### config.mk
export PLATFORM = sky130hd
export DESIGN_NAME = utf8_stream_decoder
export DESIGN_NICKNAME = d
export VERILOG_FILES = /design/src/rtl/u8sd_pkg.sv /design/src/rtl/utf8_stream_decoder.sv
export VERILOG_INCLUDE_DIRS = /design/src /design/src/rtl
export SDC_FILE = /design/constraint.sdc
export NUM_CORES = 1
export LEC_CHECK = 0
export BUFFER_PORTS_ARGS = -buffer_cell sky130_fd_sc_hd__buf_2
export CAP_MARGIN = 10
export CORE_MARGIN = 3
export CORE_UTILIZATION = 46
export DETAILED_ROUTE_END_ITERATION = 16
export PLACE_DENSITY_LB_ADDON = 0.15
export SETUP_SLACK_MARGIN = 0.1
export SLEW_MARGIN = 20
export SYNTH_ARGS = -nofsm -noshare
export SYNTH_HDL_FRONTEND = slang
export SYNTH_SLANG_ARGS = --single-unit
### constraint.sdc
create_clock -name i_clk -period 8.6 [get_ports i_clk]
set_clock_uncertainty 0.2 [all_clocks]
set_input_delay 0.86 -clock i_clk [delete_from_list [all_inputs] [get_ports i_clk]]
set_output_delay 0.86 -clock i_clk [all_outputs]
set_load 0.02 [all_outputs]
### src/rtl/utf8_stream_decoder_macros.svh
// Assertion macros for the UTF-8 stream decoder.
// Included by the modules that assert; depends on nothing else.
`ifndef UTF8_STREAM_DECODER_MACROS_SVH
`define UTF8_STREAM_DECODER_MACROS_SVH

// Same-cycle implication, disabled while reset is asserted.
`define U8SD_ASSERT_IMPL(lbl, clk, rstn, ante, cons) \
    lbl: assert property (@(posedge clk) disable iff (!rstn) (ante) |-> (cons)) \
        else $error("u8sd: same-cycle check failed");

// Next-cycle implication, disabled while reset is asserted.
`define U8SD_ASSERT_NEXT(lbl, clk, rstn, ante, cons) \
    lbl: assert property (@(posedge clk) disable iff (!rstn) (ante) |=> (cons)) \
        else $error("u8sd: next-cycle check failed");

`endif

### src/rtl/u8sd_pkg.sv
// Shared types and constants for the UTF-8 stream decoder.
// No dependencies; imported by utf8_stream_decoder.
package u8sd_pkg;

    localparam int unsigned CP_W   = 21;
    localparam int unsigned BYTE_W = 8;
    localparam int unsigned ODATA_W = 24;

    localparam logic [BYTE_W-1:0] LEAD_MIN = 8'hC2;
    localparam logic [BYTE_W-1:0] LEAD_MAX = 8'hF4;
    localparam logic [BYTE_W-1:0] LEAD_E0  = 8'hE0;
    localparam logic [BYTE_W-1:0] LEAD_ED  = 8'hED;
    localparam logic [BYTE_W-1:0] LEAD_F0  = 8'hF0;

    localparam logic [CP_W-1:0] SURR_LO = 21'h00D800;
    localparam logic [CP_W-1:0] SURR_HI = 21'h00DFFF;
    localparam logic [CP_W-1:0] MIN_3B  = 21'h000800;
    localparam logic [CP_W-1:0] MIN_4B  = 21'h010000;
    localparam logic [CP_W-1:0] CP_MAX  = 21'h10FFFF;

    // Check applied to the finished value, chosen by the lead byte.
    typedef enum logic [2:0] {
        KIND_NONE  = 3'd0,
        KIND_SURR  = 3'd1,
        KIND_OVER3 = 3'd2,
        KIND_OVER4 = 3'd3,
        KIND_MAX4  = 3'd4
    } t_check_kind;

endpackage

### src/rtl/utf8_stream_decoder.sv
// UTF-8 stream decoder top level: input register, byte decode, result register.
// Depends on u8sd_pkg and utf8_stream_decoder_macros.svh.
//
//  channel   | dir | tdata                   | tlast          | tuser
//  ----------+-----+-------------------------+----------------+----------------
//  s_axis    | in  | [7:0] byte_in           | end_of_stream  | -
//  m_axis    | out | [20:0] code_point, pad  | -              | [0] valid_res
//
// One byte beat is taken every cycle unless a stall on m_axis holds a full input
// register. A byte waits in the input register and its result, if any, is
// loaded into the result register when the decode advances; the single decode step sets the rate.
// Reset (synchronous, active low) clears both valid flags and all sequence state.
// A stall on m_axis holds the result register and the byte behind it, so
// s_axis_tready falls as soon as the input register is full.
module utf8_stream_decoder
    import u8sd_pkg::*;
(
    input  logic                i_clk,
    input  logic                i_rst_n,
    input  logic                s_axis_tvalid,
    output logic                s_axis_tready,
    input  logic [BYTE_W-1:0]   s_axis_tdata,   // [7:0] byte_in
    input  logic                s_axis_tlast,   // end_of_stream
    output logic                m_axis_tvalid,
    input  logic                m_axis_tready,
    output logic [ODATA_W-1:0]  m_axis_tdata,   // [20:0] code_point, [23:21] zero
    output logic                m_axis_tuser    // [0] valid_res
);

`include "utf8_stream_decoder_macros.svh"

    // Input register.
    logic              r_in_valid;
    logic [BYTE_W-1:0] r_in_byte;
    logic              r_in_last;

    // Sequence state.
    logic [1:0]        r_pending, n_pending;
    logic [CP_W-1:0]   r_acc, n_acc;
    t_check_kind       r_kind, n_kind;
    logic              r_bad, n_bad;
    logic              r_skip, n_skip;

    // Result register.
    logic              r_out_valid;
    logic [CP_W-1:0]   r_out_cp;
    logic              r_out_ok;

    // Decode outputs.
    logic              w_emit;
    logic [CP_W-1:0]   w_cp;
    logic              w_ok;
    logic              w_seq_ok;
    logic [CP_W-1:0]   w_acc_step;
    logic              w_bad_step;
    logic [1:0]        w_pend_step;

    logic w_advance;

    // The byte in the input register is decoded whenever the result register
    // can take a result, so state and result always advance together.
    assign w_advance     = r_in_valid && (!r_out_valid || m_axis_tready);
    assign s_axis_tready = !r_in_valid || w_advance;

    always_comb begin
        w_bad_step  = r_bad;
        w_acc_step  = r_acc;
        w_pend_step = r_pending - 2'd1;
        if (r_in_byte[7:6] != 2'b10) begin
            w_bad_step = 1'b1;
        end else if (!r_bad) begin
            w_acc_step = {r_acc[CP_W-7:0], r_in_byte[5:0]};
        end

        // The finished value is checked after the last byte is folded in.
        w_seq_ok = 1'b1;
        if (w_bad_step) begin
            w_seq_ok = 1'b0;
        end else begin
            case (r_kind)
                KIND_SURR:  w_seq_ok = !(w_acc_step >= SURR_LO && w_acc_step <= SURR_HI);
                KIND_OVER3: w_seq_ok = (w_acc_step >= MIN_3B);
                KIND_OVER4: w_seq_ok = (w_acc_step >= MIN_4B);
                KIND_MAX4:  w_seq_ok = (w_acc_step <= CP_MAX);
                default:    w_seq_ok = 1'b1;
            endcase
        end
    end

    always_comb begin
        n_pending = r_pending;
        n_acc     = r_acc;
        n_kind    = r_kind;
        n_bad     = r_bad;
        n_skip    = r_skip;
        w_emit    = 1'b0;
        w_cp      = '0;
        w_ok      = 1'b0;

        if (r_pending != 2'd0) begin
            n_bad     = w_bad_step;
            n_acc     = w_acc_step;
            n_pending = w_pend_step;
            if (w_pend_step == 2'd0) begin
                w_emit = 1'b1;
                w_ok   = w_seq_ok;
                w_cp   = w_seq_ok ? w_acc_step : '0;
                n_acc  = '0;
                n_kind = KIND_NONE;
                n_bad  = 1'b0;
            end else if (r_in_last) begin
                // Sequence cut off by the end of the stream.
                w_emit = 1'b1;
            end
        end else if (r_skip && r_in_byte[7]) begin
            // Dropping high bytes after an invalid lead.
        end else begin
            n_skip = 1'b0;
            if (!r_in_byte[7]) begin
                w_emit = 1'b1;
                w_ok   = 1'b1;
                w_cp   = CP_W'(r_in_byte);
            end else if (r_in_byte < LEAD_MIN || r_in_byte > LEAD_MAX) begin
                w_emit = 1'b1;
                n_skip = 1'b1;
            end else begin
                n_bad = 1'b0;
                if (r_in_byte >= LEAD_F0) begin
                    n_pending = 2'd3;
                    n_acc     = CP_W'(r_in_byte[2:0]);
                    n_kind    = (r_in_byte == LEAD_F0) ? KIND_OVER4 : KIND_MAX4;
                end else if (r_in_byte >= LEAD_E0) begin
                    n_pending = 2'd2;
                    n_acc     = CP_W'(r_in_byte[3:0]);
                    n_kind    = (r_in_byte == LEAD_E0) ? KIND_OVER3 :
                                (r_in_byte == LEAD_ED) ? KIND_SURR : KIND_NONE;
                end else begin
                    n_pending = 2'd1;
                    n_acc     = CP_W'(r_in_byte[4:0]);
                    n_kind    = KIND_NONE;
                end
                // A lead byte that is also the last byte is a cut-off sequence.
                if (r_in_last) begin
                    w_emit = 1'b1;
                end
            end
        end

        // The end mark returns everything to the reset state.
        if (r_in_last) begin
            n_pending = 2'd0;
            n_acc     = '0;
            n_kind    = KIND_NONE;
            n_bad     = 1'b0;
            n_skip    = 1'b0;
        end
    end

    always_ff @(posedge i_clk) begin
        if (!i_rst_n) begin
            r_in_valid  <= 1'b0;
            r_out_valid <= 1'b0;
            r_pending   <= 2'd0;
            r_acc       <= '0;
            r_kind      <= KIND_NONE;
            r_bad       <= 1'b0;
            r_skip      <= 1'b0;
        end else begin
            if (s_axis_tvalid && s_axis_tready) begin
                r_in_valid <= 1'b1;
                r_in_byte  <= s_axis_tdata;
                r_in_last  <= s_axis_tlast;
            end else if (w_advance) begin
                r_in_valid <= 1'b0;
            end

            if (w_advance) begin
                r_pending <= n_pending;
                r_acc     <= n_acc;
                r_kind    <= n_kind;
                r_bad     <= n_bad;
                r_skip    <= n_skip;
            end

            if (w_advance && w_emit) begin
                r_out_valid <= 1'b1;
                r_out_cp    <= w_cp;
                r_out_ok    <= w_ok;
            end else if (m_axis_tready) begin
                r_out_valid <= 1'b0;
            end
        end
    end

    assign m_axis_tvalid = r_out_valid;
    assign m_axis_tdata  = ODATA_W'(r_out_cp);
    assign m_axis_tuser  = r_out_ok;

    // An error result carries a zero code point.
    `U8SD_ASSERT_IMPL(a_err_zero, i_clk, i_rst_n, r_out_valid && !r_out_ok, r_out_cp == '0)
    // A decoded character is a Unicode scalar value.
    `U8SD_ASSERT_IMPL(a_scalar, i_clk, i_rst_n, r_out_valid && r_out_ok,
        r_out_cp <= CP_MAX && !(r_out_cp >= SURR_LO && r_out_cp <= SURR_HI))
    // Skipping high bytes and an open sequence never coexist.
    `U8SD_ASSERT_IMPL(a_skip_idle, i_clk, i_rst_n, r_pending != 2'd0, !r_skip)
    // The last beat of a stream leaves all sequence state cleared.
    `U8SD_ASSERT_NEXT(a_eos_clear, i_clk, i_rst_n, w_advance && r_in_last,
        r_pending == 2'd0 && !r_skip && !r_bad && r_acc == '0)

endmodule
* After elaboration in Yosys (flattened, before gate mapping)
Index checks and enable logic that the tools add are counted.
Operators by class: add/subtract/negate cells 1, $mul 0, divide/modulo/power cells 0, magnitude comparators 9, equality and inequality tests 13, shifts and indexed selects 0, multiplexer cells 61, bitwise gates (word level) 0, reductions and logical operators 21
Operator list (number):
- $mux W21 | 11
- $mux W1 | 28
- $eq A8 B8 Y1 const B | 3
- $mux W3 | 8
- $ge A21 B12 Y1 const B | 1
- $ge A21 B16 Y1 const B | 1
- $ge A21 B17 Y1 const B | 1
- $le A21 B16 Y1 const B | 1
- $le A21 B21 Y1 const B | 1
- $mux W2 | 9
- $ge A8 B8 Y1 const B | 2
- $mux W7 | 2
- $mux W5 | 2
- $gt A8 B8 Y1 const B | 1
- $lt A8 B8 Y1 const B | 1
- $eq A3 B2 Y1 const B | 2
- $ne A2 B2 Y1 const B | 3
- $ne A3 B3 Y1 const B | 2
- $reduce_bool A2 Y1 | 3
- $logic_and A1 B1 Y1 | 5
- $reduce_and A5 Y1 | 1
- $pmux W1 S4 | 1
- $reduce_and A2 Y1 | 2
- $reduce_and A4 Y1 | 1
- other kinds (9) | 13
Word-level totals: flip-flop bits (word level) 61, bits in latches 0, RAM bits 0, memory bits (read-only) 0, input port bits 13, output and inout port bits 27, word-level logic and storage cells 116, memories kept 0

* Depth between registers and ports, before layout
Gate-level depths: netlist of the first run.
depth in word-level cells 10, gate-level depth with buffers 7, mapped depth without buffers 5

* Least setup slack after synthesis of the first run
Ideal clock, no wire load.
path type register to register, from reg r_in_byte[4], to reg r_out_ok, in the netlist m_axis_tuser, enable pin, setup time 0.417 ns, data arrival time 2.599 ns, required time 7.983 ns, setup slack 5.385 ns, cell stages (with the launch flop) 6, buffers on the path 1, period minus slack after synthesis 3.215 ns, path through edfxtp_1 buf_2 or4_1 o211ai_1 o31ai_1 a31oi_1
On the way: cells in the longest elaborated chain, start to end 8, elaborated cells on any way between the ends 9, those cells by class order compare: 2; mux: 4; reduce/logical: 3
RTL lines:
- start, declared | line utf8_stream_decoder.sv:34 | logic [BYTE_W-1:0] r_in_byte;
- start signal, assigned | line utf8_stream_decoder.sv:171 | r_in_byte <= s_axis_tdata;
- $lt A8 B8 Y1 or $gt A8 B8 Y1 (tied branches) | line utf8_stream_decoder.sv:123 | end else if (r_in_byte < LEAD_MIN || r_in_byte > LEAD_MAX) begin
- $logic_or A1 B1 Y1 * | line utf8_stream_decoder.sv:123
- $mux W1 * | line utf8_stream_decoder.sv:123
- $mux W1 * | line utf8_stream_decoder.sv:119 | if (!r_in_byte[7]) begin
- $mux W1 * | line utf8_stream_decoder.sv:115 | end else if (r_skip && r_in_byte[7]) begin
- $mux W1 * | line utf8_stream_decoder.sv:100 | if (r_pending != 2'd0) begin
- $logic_and A1 B1 Y1 * | line utf8_stream_decoder.sv:185 | if (w_advance && w_emit) begin
- $reduce_and A2 Y1 (no line) *
- end signal, assigned | line utf8_stream_decoder.sv:188 | r_out_ok <= w_ok;
- end, declared | line utf8_stream_decoder.sv:47 | logic r_out_ok;
Mark *: on every way between the ends. The rest lies on a longest branch, timed or not. A chain may end at the register's enable or synchronous reset.

* Worst setup path in the final report of the first run
from reg r_in_byte[7], to reg r_out_cp[6] (data pin)
On the way: cells in the longest elaborated chain, start to end 10, elaborated cells on any way between the ends 18, those cells by class order compare: 5; eq/ne: 1; mux: 9; reduce/logical: 3
RTL lines:
- $ne A2 B2 Y1 | line utf8_stream_decoder.sv:69 | if (r_in_byte[7:6] != 2'b10) begin
- $mux W21 | line utf8_stream_decoder.sv:69
- $ge A21 B16 Y1 or $le A21 B16 Y1 (tied branches) | line utf8_stream_decoder.sv:81 | KIND_SURR: w_seq_ok = !(w_acc_step >= SURR_LO && w_acc_step <= SURR_HI);
- $logic_and A1 B1 Y1 | line utf8_stream_decoder.sv:81
- $logic_not A1 Y1 | line utf8_stream_decoder.sv:81
- $pmux W1 S4 | line utf8_stream_decoder.sv:80 | case (r_kind)
- $mux W1 | line utf8_stream_decoder.sv:77 | if (w_bad_step) begin
- $mux W21 | line utf8_stream_decoder.sv:107 | w_cp = w_seq_ok ? w_acc_step : '0;
- $mux W21 | line utf8_stream_decoder.sv:104 | if (w_pend_step == 2'd0) begin
- $mux W21 * | line utf8_stream_decoder.sv:100
- via w_cp[6] | line utf8_stream_decoder.sv:51 | logic [CP_W-1:0] w_cp;
- end signal, assigned | line utf8_stream_decoder.sv:187 | r_out_cp <= w_cp;
- end, declared | line utf8_stream_decoder.sv:46 | logic [CP_W-1:0] r_out_cp;
Mark *: on every way through the listed nets, which the timed path passes. The rest lies on a longest branch.

==> flow_metrics.py, run 1 <==
metrics = {
    "detailed_routing": {
        "wl_per_cell_um": 14.6,
        "ant_nets": 0,
        "num_vias": 2022,
        "drtPass1Iterations": 4,
        "totalWireLength_um": 5320,
        "drcViolationCount": 0,
        "drt_iter0_drc": 148,
        "viasPerCell": 5.54,
    },
    "cts": {
        "clock_path_buffers": 2,
        "cts_hold_buffers": 0,
        "htreeDepth": 3,
        "clk_latency_ns": 0.34,
        "cts_tree": "yes",
        "cts_setup_buffers": 0,
        "cts_buffers": 9,
        "cts.sinks": 61,
        "clkTransAtPathRegs_ns": 0.06,
        "cts-root-buf": "clkbuf_8",
        "cts_resized": 0,
    },
    "synth": {
        "synth_seq_cells": 61,
        "avgSynthCellArea_um2": 10.3,
        "synthCells": 254,
        "ys_warn_count": 0,
        "ys_seq_area_share_pct": 58.3,
        "synth_area_mm2": 0.00263,
        "synth_cell_types": 43,
        "synthArstFlopShare_pct": 0,
        "synth_edf_count": 31,
        "synth_flop_cell": "edfxtp_1",
    },
    "critical_path": {
        "rrSetupSlack_ns": 5.80,
        "crit_fanout": 22,
        "worstSetupStartpointType": "flip-flop",
        "r2r_cells": 5,
        "cp.required_ns": 8.60,
        "worstSetupEndpointType": "flip-flop",
        "critPathKind": "flip-flop to flip-flop",
        "r2r_end": "r_out_cp[6]$_DFFE_PP_",
        "rr_startpoint": "r_in_byte[7]$_DFFE_PP_",
        "critPathArrivalTime_ns": 2.79,
    },
    "global_route": {
        "grt_pass1_wl_um": 8950,
        "grt_overflow": 0,
        "antenna_found_initial": 0,
        "grt_use_total_pct": 18.2,
        "grt_pass1_vias": 1811,
        "grt_start_max_net_pins": 24,
    },
    "timing": {
        "fmax_mhz": 358,
        "hold_violations": 0,
        "finalCritPeriodShare_pct": 32.5,
        "worst_pin_slew_ns": 0.923,
        "fin_setup_tns_ns": 0,
        "max-slew-margin-rel_pct": 38.1,
        "slew_violations": 0,
        "final.min_clock_period_ns": 2.80,
        "rsz0062_at_grt": "false",
        "setup_viol": 0,
    },
    "final_layout": {
        "stdcell_area_mm2": 0.00306,
        "final_util_pct": 57.7,
        "antenna_cells": 0,
        "final_cells": 365,
        "nets": 303,
        "drive_gt1_share_pct": 20.0,
        "syn_to_final_growth_pct": 16.5,
    },
    "placed_design": {
        "hpwl_um": 3640,
        "dpl_cell_area_mm2": 0.00285,
        "dpl.cell_count": 349,
        "port_buffers": 36,
        "gp_congestion": 0.876,
    },
    "die": {
        "rows": 26,
        "pin_count": 40,
        "die_area_mm2": 0.00665,
        "die_y_um": 81.6,
        "core_area_mm2": 0.00530,
        "fp.dieW_um": 81.6,
        "start_util_pct": 49.5,
    },
    "power_and_ir_drop": {
        "power_density_mw_per_mm2": 204,
        "p_total_mw": 0.624,
        "p_leak_nw": 1.12,
        "ir_drop_mv": 0.137,
    },
    "worst_hold_path": {
        "worstHoldStart": "r_acc[3]$_SDFFE_PN0P_",
        "hold_path_depth": 2,
        "hold_end": "r_acc[9]$_SDFFE_PN0P_",
        "hp-class": "flip-flop to flip-flop",
    },
    "flow_run": {
        "drv_cap": 0,
    },
    "run_status": {
        "status": "complete, no violations",
    },
}
[cell usage after synthesis (5+ instances only)]
| cell | count | area share, % |
|---|---|---|
| buf_2 | 5 | 0.95 |
| or4_1 | 5 | 1.4 |
| edfxtp_1 | 31 | 35 |
| dfxtp_1 | 30 | 23 |
| o21a_1 | 6 | 1.7 |
| nand3_1 | 5 | 0.95 |
| and2_1 | 16 | 3.8 |
| a21oi_1 | 23 | 4.4 |
| nor3_1 | 6 | 1.1 |
| nand2_1 | 43 | 6.1 |
| clkbuf_1 | 6 | 0.86 |
| nor2_1 | 9 | 1.3 |
[cells in the final DEF, fill, tap and decap left out, types with 3 or more instances in the layout]
cell,count
nor2b_1,4
nor2_1,9
o41ai_1,4
nor4_1,4
or3_1,3
edfxtp_1,31
clkbuf_8,9
a21oi_1,23
o21a_1,6
nand2b_1,4
and2_1,16
nor3_1,6
conb_1,3
or4_1,5
buf_2,36
o21ai_0,4
nand3_1,5
mux2i_1,4
and3_1,4
o211ai_1,4
inv_1,3
clkinv_2,3
nand2_1,43
dfxtp_1,30
a32o_1,4
[per-stage QoR]
step	worst slack, ns	hold WS (ns)
4_1_cts	5.80	0.274
6_report	5.80	0.270
5_1_grt	5.49	0.298
3_5_place_dp	5.82	0.264
2_1_floorplan	5.38	0.241
3_3_place_gp	5.96	0.260
[kinds of logic (layout without fill, tap and decap cells)]
kind of cell / Yosys count / after routing / share of synthesized area, %
DFF: 61 / 61 / 58.3
buffers and inverters: 17 / 56 / 3.10
muxes: 4 / 4 / 1.52
other: 1 / 3 / 0.143
and+or+nand+nor: 114 / 114 / 22.4
AOI/OAI and AO/OA: 57 / 57 / 14.5
[critical path, stage by stage (launching register included)]
cell and delay, ns:
edfxtp_1 0.46, nor3b_1 0.65, nor4_1 0.14, nor4b_1 0.32
o31a_1 0.62, a22o_1 0.25
[cell type report]
class / count / area [µm²]
Timing Repair Buffer: 37 / 188
Inverter: 3 / 11.3
Clock inverter: 7 / 90.1
Multi-Input combinational cell: 178 / 1030
Clock buffer: 9 / 124
Fill cell: 453 / 2240
Sequential cell: 61 / 1530
Tap cell: 70 / 87.6
[registers in the layout, indices dropped and copies added, names as in the netlist, 2 cells and up]
signal,flops
r_acc,21
r_out_cp,21
r_in_byte,8
r_kind,3
r_pending,2
[how the worst max path moves through the flow]
stage	startpoint	end	depth (start not counted)
2_1_floorplan	r_in_byte[4]$_DFFE_PP_	m_axis_tuser$_DFFE_PP_	5
3_3_place_gp	m_axis_tready	r_bad$_SDFFE_PN0P_	6
3_5_place_dp	r_in_byte[6]$_DFFE_PP_	r_out_cp[6]$_DFFE_PP_	5
4_1_cts	r_in_byte[6]$_DFFE_PP_	r_out_cp[6]$_DFFE_PP_	5
5_1_grt	r_in_byte[7]$_DFFE_PP_	r_out_cp[6]$_DFFE_PP_	5
6_report	r_in_byte[7]$_DFFE_PP_	r_out_cp[6]$_DFFE_PP_	5
[routing by layer]
| layer | up-vias | routed length (µm) | global-route usage [%] | part of all wire, % |
|---|---|---|---|---|
| li1 | 1005 | - | - | - |
| met1 | 942 | 2510 | 25.2 | 47 |
| met2 | 68 | 2350 | 26.5 | 44 |
| met3 | 7 | 369 | 5.37 | 6.9 |
| met4 | 0 | 89 | 7.60 | 1.7 |
| met5 | - | 0 | 0 | 0 |
[power breakdown]
group | switching [mW] | internal, mW
logic | 0.0230 | 0.0119
registers | 0.00538 | 0.312
clock network | 0.110 | 0.161
total | 0.139 | 0.485
(Power assumes the default switching activity.)
==> run 2: changes to the inputs <==
ABC_AREA = 1   (was not set)
clock period = 2.7 ns   (was 8.6 ns; I/O delays follow)
==> run 2 against run 1 <==
Total power rose to 3.3 times the previous value; maximum frequency rose by 14%; synthesized cell count rose by 50%; non-clock buffer count rose by 18; combinational power rose to 8.2 times the previous value; utilization fell by 1.5 points.
==> flow_metrics.py, run 2 <==
metrics = {
    "final_layout": {
        "drive_gt1_share_pct": 21.6,
        "final_util_pct": 56.2,
        "syn_to_final_growth_pct": 17.3,
        "reg_top3": "r_acc: 21 flops, r_out_cp: 21 flops, r_in_byte: 8 flops",
        "final_cell_mix": "108 x nand2_1, 40 x o21ai_0, 38 x nor2_1",
        "nets": 448,
        "antenna_cells": 0,
        "final_cells": 517,
        "num-fill-cells": 592,
        "layout_commonest_cell": "nand2_1",
    },
    "synth": {
        "ys_top_cells_by_count": "109 x nand2_1, 40 x o21ai_0, 38 x nor2_1",
        "synthCells": 380,
        "synth_area_mm2": 0.00308,
        "synth_edf_count": 31,
        "synthArstFlopShare_pct": 0,
        "yosysTopAreaCell": "edfxtp_1",
        "synth_cell_types": 32,
        "yosysTopAreaCellShare_pct": 30.2,
        "ys_seq_area_share_pct": 49.7,
        "ys_warn_count": 0,
        "synth_seq_cells": 61,
        "post-synth-top-count-cell": "nand2_1",
        "avgSynthCellArea_um2": 8.10,
        "synth_flop_cell": "edfxtp_1",
        "yosys-top-cells-area": "edfxtp_1 30%, dfxtp_1 20%, nand2_1 13%",
    },
    "cts": {
        "cts-root-buf": "clkbuf_8",
        "clkTransAtPathRegs_ns": 0.06,
        "cts.sinks": 61,
        "cts_buffers": 9,
        "cts_tree": "yes",
        "htreeDepth": 3,
        "clk_latency_ns": 0.35,
        "clock_path_buffers": 2,
    },
    "die": {
        "fp.dieW_um": 87.8,
        "die_area_mm2": 0.00771,
        "pin_count": 40,
        "die_y_um": 87.8,
        "rows": 29,
        "core_area_mm2": 0.00642,
        "start_util_pct": 47.9,
    },
    "detailed_routing": {
        "viasPerCell": 5.05,
        "drt_iter0_drc": 199,
        "wl_per_cell_um": 13.7,
        "drtPass1Iterations": 4,
        "totalWireLength_um": 7090,
        "num_vias": 2609,
        "drcViolationCount": 0,
        "ant_nets": 0,
    },
    "power_and_ir_drop": {
        "p_leak_nw": 1.56,
        "power_density_mw_per_mm2": 572,
        "p_total_mw": 2.06,
        "ir_drop_mv": 0.245,
    },
    "global_route": {
        "grt_pass1_vias": 2229,
        "antenna_found_initial": 0,
        "grt_pass1_wl_um": 11200,
        "grt_start_max_net_pins": 27,
        "grt_overflow": 0,
        "grt_use_total_pct": 19.3,
    },
    "critical_path": {
        "critPathKind": "flip-flop to flip-flop",
        "crit_fanout": 15,
        "worstSetupEndpointType": "flip-flop",
        "path_common_cell": "nand2_1",
        "critPathMaxStageDelay_ns": 0.49,
        "critPathTopFamily": "simple AND/OR/NAND/NOR gates",
        "slowest_stage": "edfxtp_1",
        "cp_cell_sequence": "inv_2 > nand2_2 > nor2_4 > buf_4 > nand2_1 > nand2_1 > nand2_1 > nor2_1 > nand3_1 > nand2_1 > nand3_4 > nand2_8 > o21ai_0",
        "cp.required_ns": 2.58,
        "critPathArrivalTime_ns": 2.34,
        "critPathBufInv": 2,
        "worstSetupStartpointType": "flip-flop",
    },
    "placed_design": {
        "hpwl_um": 5130,
        "port_buffers": 36,
        "gp_congestion": 0.938,
        "dpl.cell_count": 486,
    },
    "run_status": {
        "status": "complete, no violations",
    },
    "timing": {
        "fmax_mhz": 408,
        "hold_violations": 0,
        "worst_pin_slew_ns": 0.468,
        "rsz0062_at_grt": "false",
        "setup_viol": 0,
        "finalCritPeriodShare_pct": 90.8,
        "max-slew-margin-rel_pct": 67.9,
        "hold_ws_ns": 0.125,
        "fin_setup_tns_ns": 0,
        "final.min_clock_period_ns": 2.45,
        "slew_violations": 0,
    },
    "worst_hold_path": {
        "hp-class": "input port to flip-flop",
    },
    "flow_run": {
        "drv_cap": 0,
    },
}
run 2: cell types whose count changed after synthesis, moves of 6 or more:
cell     before  now
nor2_2        0    9
nor2_1        9   38
nand2_1      43  109
inv_2         0    6
inv_1         3   31
and2_1       16    0
o21ai_0       4   40
o21a_1        6    0
a21oi_1      23   11
nand2_2       0    7
nand3_1       5   24
run 2: final cells by class:
type | count | area (µm²) | area share (%)
Tap cell | 77 | 96.3 | 2.67
Inverter | 37 | 139 | 3.85
Multi-Input combinational cell | 271 | 1320 | 36.6
Clock buffer | 14 | 163 | 4.50
Clock inverter | 2 | 10.0 | 0.277
Timing Repair Buffer | 55 | 350 | 9.70
Sequential cell | 61 | 1530 | 42.4
run 2: cells by family after synthesis:
logic type	synth area share (%)
other	0.122
AND/OR/NAND/NOR	31.2
flip-flops	49.7
multiplexers	0.325
AO/OA/AOI/OAI	10.5
buffers and inverters	8.17
run 2: worst min-delay path, delay by kind of cell:
kind	cells	cell delay (ns)
buffers and inverters	1	0.21
and+or+nand+nor	2	0.15
run 2: layer usage:
| metal | track usage (%) | vias to the layer above | wire, µm |
|---|---|---|---|
| li1 | - | 1347 | - |
| met1 | 27.9 | 1170 | 3490 |
| met2 | 27.6 | 83 | 3040 |
| met3 | 4.70 | 9 | 433 |
| met4 | 7.95 | 0 | 125 |
| met5 | 0 | - | 0 |
run 2: timing repair:
item,in CTS,in global routing
hold endpoints to repair,11,0
setup buffers,0,3
hold buffers,11,0
endpoints found under the setup margin,0,17
resized for setup,0,2
run 2: final timing paths:
kind,cells after the start,slack (ns),from,end
min reg2reg,2,0.30,m_axis_tvalid$_SDFFE_PN0P_,m_axis_tvalid$_SDFFE_PN0P_
min,3,0.13,i_rst_n,r_skip$_SDFFE_PN0P_
max reg2reg,13,0.25,r_in_byte[6]$_DFFE_PP_,m_axis_tuser$_DFFE_PP_
max,13,0.25,r_in_byte[6]$_DFFE_PP_,m_axis_tuser$_DFFE_PP_
run 2: stage by stage:
step | cell area (µm²) | setup slack (ns)
2_1_floorplan | 3090 | 0.532
3_3_place_gp | 3290 | 0.221
3_5_place_dp | 3290 | 0.141
4_1_cts | 3570 | 0.117
5_1_grt | 3610 | 0.105
6_report | 3610 | 0.247
run 2: power by group:
group / leakage, nW / internal (mW) / switching [mW]
Combinational: 0.931 / 0.0953 / 0.191
Sequential: 0.540 / 1.02 / 0.0324
Clock: 0.0905 / 0.381 / 0.347
==> run 3: changes to the inputs <==
CORE_ASPECT_RATIO = 0.8   (was not set)
CORE_UTILIZATION = 57   (was 46)
==> run 3 against run 2 <==
Final cell count decreased by 2.3%; via count grew 3.8%; clock power fell by 6.0%; maximum frequency about the same; total power shrank 1.8%; count of clock-buffer cells in the layout is the same; global-route usage is 5.9 points higher; setup slack worse by 0.0020 ns; die area down 18%; sequential power is essentially flat; largest cell class unchanged; highest routed layer unchanged.
==> flow_metrics.py, run 3 (same netlist as run 2, synthesis figures left out) <==
metrics = {
    "cts": {
        "cts.sinks": 61,
        "htreeDepth": 3,
        "cts-root-buf": "clkbuf_8",
        "clock_path_buffers": 2,
        "cts_tree": "yes",
        "clkTransAtPathRegs_ns": 0.06,
        "clk_latency_ns": 0.34,
        "cts_buffers": 9,
    },
    "power_and_ir_drop": {
        "p_leak_nw": 1.57,
        "power_density_mw_per_mm2": 561,
        "ir_drop_mv": 0.388,
    },
    "final_layout": {
        "drive_gt1_share_pct": 21.4,
        "multi_input_area_mm2": 0.00131,
        "antenna_cells": 0,
        "regArea_mm2": 0.00153,
        "layout_commonest_cell": "nand2_1",
        "num-fill-cells": 421,
        "nets": 451,
        "final_cell_mix": "109 x nand2_1, 40 x o21ai_0, 38 x nor2_1",
        "syn_to_final_growth_pct": 17.4,
        "reg_top3": "r_acc: 21 flops, r_out_cp: 21 flops, r_in_byte: 8 flops",
    },
    "timing": {
        "final.min_clock_period_ns": 2.45,
        "fin_setup_tns_ns": 0,
        "max-slew-margin-rel_pct": 67.8,
        "rsz0062_at_grt": "false",
        "slew_violations": 0,
        "setup_viol": 0,
        "worst_pin_slew_ns": 0.469,
        "finalCritPeriodShare_pct": 90.9,
        "hold_ws_ns": 0.136,
        "fmax_mhz": 407,
        "hold_violations": 0,
    },
    "flow_run": {
        "drv_cap": 0,
    },
    "detailed_routing": {
        "viasPerCell": 5.36,
        "drtPass1Iterations": 5,
        "drt_iter0_drc": 216,
        "num_vias": 2709,
        "totalWireLength_um": 7260,
        "wl_per_cell_um": 14.4,
        "drcViolationCount": 0,
        "ant_nets": 0,
    },
    "die": {
        "pin_count": 40,
        "die_area_mm2": 0.00633,
        "start_util_pct": 60.1,
        "core_area_mm2": 0.00512,
        "die_y_um": 71.7,
        "fp.dieW_um": 88.2,
        "rows": 23,
    },
    "worst_hold_path": {
        "hold_path_depth": 3,
        "hold_end": "r_skip$_SDFFE_PN0P_",
        "hp-class": "input port to flip-flop",
        "worstHoldStart": "i_rst_n",
    },
    "placed_design": {
        "hpwl_um": 5130,
        "gp_congestion": 0.936,
        "port_buffers": 36,
    },
    "critical_path": {
        "path_common_cell": "nand2_2",
        "slowest_stage": "edfxtp_1",
        "cp.required_ns": 2.58,
        "critPathArrivalTime_ns": 2.34,
        "worstSetupEndpointType": "flip-flop",
        "worstSetupStartpointType": "flip-flop",
        "r2r_end": "m_axis_tuser$_DFFE_PP_",
        "rr_startpoint": "r_in_byte[6]$_DFFE_PP_",
        "critPathKind": "flip-flop to flip-flop",
        "critPathMaxStageDelay_ns": 0.45,
        "rrSetupSlack_ns": 0.25,
        "r2r_cells": 13,
        "cp_cell_sequence": "inv_2 > nand2_2 > nor2_4 > buf_4 > nand2_1 > nand2_2 > nand2_1 > nor2_1 > nand3_1 > nand2_2 > nand3_4 > nand2_8 > o21ai_0",
        "crit_fanout": 15,
    },
    "global_route": {
        "grt_pass1_vias": 2429,
        "grt_use_total_pct": 25.2,
        "grt_overflow": 0,
        "antenna_found_initial": 0,
        "grt_start_max_net_pins": 23,
        "grt_pass1_wl_um": 12000,
    },
    "run_status": {
        "status": "complete, no violations",
    },
}
==> run 3: cell types whose count changed in the layout (fill, tap and decap cells not counted) <==
cell	before	now
buf_12	0	1
buf_4	8	11
clkbuf_1	3	4
clkbuf_8	11	10
clkinv_1	0	1
clkinv_2	2	1
nand2_1	108	109
nand2_2	8	7
nor2_2	10	9
==> run 3: metrics by stage <==
stage	instances	setup slack [ns]	util [%]	total power, mW	area [µm²]
2_1_floorplan	382	0.532	-	1.27	3090
5_1_grt	505	0.0750	70.6	2.14	3610
3_5_place_dp	472	0.121	64.2	1.34	3290
3_3_place_gp	472	0.216	64.2	1.33	3290
4_1_cts	499	0.101	69.5	2.03	3560
6_report	505	0.245	70.6	2.03	3610
==> run 3: how the worst max path moves through the flow <==
| stage | slack, ns | cells after the start | endpoint | from |
|---|---|---|---|---|
| 3_5_place_dp | 0.12 | 12 | m_axis_tuser$_DFFE_PP_ | r_in_byte[6]$_DFFE_PP_ |
| 2_1_floorplan | 0.53 | 14 | r_out_cp[10]$_SDFFCE_PN0P_ | r_in_byte[6]$_DFFE_PP_ |
| 6_report | 0.25 | 13 | m_axis_tuser$_DFFE_PP_ | r_in_byte[6]$_DFFE_PP_ |
| 4_1_cts | 0.10 | 12 | m_axis_tuser$_DFFE_PP_ | r_in_byte[6]$_DFFE_PP_ |
| 3_3_place_gp | 0.22 | 11 | m_axis_tuser$_DFFE_PP_ | r_in_byte[7]$_DFFE_PP_ |
| 5_1_grt | 0.07 | 13 | m_axis_tuser$_DFFE_PP_ | r_in_byte[7]$_DFFE_PP_ |
==> run 3: power by group <==
group | switching (mW) | internal, mW | total, mW
clock network | 0.331 | 0.355 | 0.685
registers | 0.0311 | 1.02 | 1.05
logic | 0.193 | 0.100 | 0.293
total | 0.555 | 1.47 | 2.03
==> run 3: what timing repair did <==
action                                  in CTS  in global routing
endpoints found under the hold margin       11                  0
resized for setup                            0                  1
endpoints found under the setup margin       0                 19
setup buffers                                0                  6
hold buffers                                11                  0
==> run 3: per-layer routing <==
layer	share of wire, %	vias up	wire [µm]	GRT usage [%]
li1	-	1345	-	-
met1	47	1230	3440	37.1
met2	42	125	3050	35.2
met3	9.3	9	675	8.62
met4	1.3	0	95	7.05
met5	0	-	0	0
==> run 3: critical path: cells and delay by family (launching register included) <==
kind	cells	cell delay [ns]
AOI/OAI and AO/OA	1	0.11
and+or+nand+nor	10	1.15
DFF	1	0.45
buffers and inverters	2	0.26
==> run 3: layout make-up <==
| cell class | instances | share of cell area, % |
|---|---|---|
| Tap cell | 62 | 2.15 |
| Multi-Input combinational cell | 270 | 36.3 |
| Timing Repair Buffer | 59 | 10.9 |
| Clock inverter | 2 | 0.242 |
| Sequential cell | 61 | 42.4 |
| Inverter | 37 | 3.84 |
| Clock buffer | 14 | 4.22 |
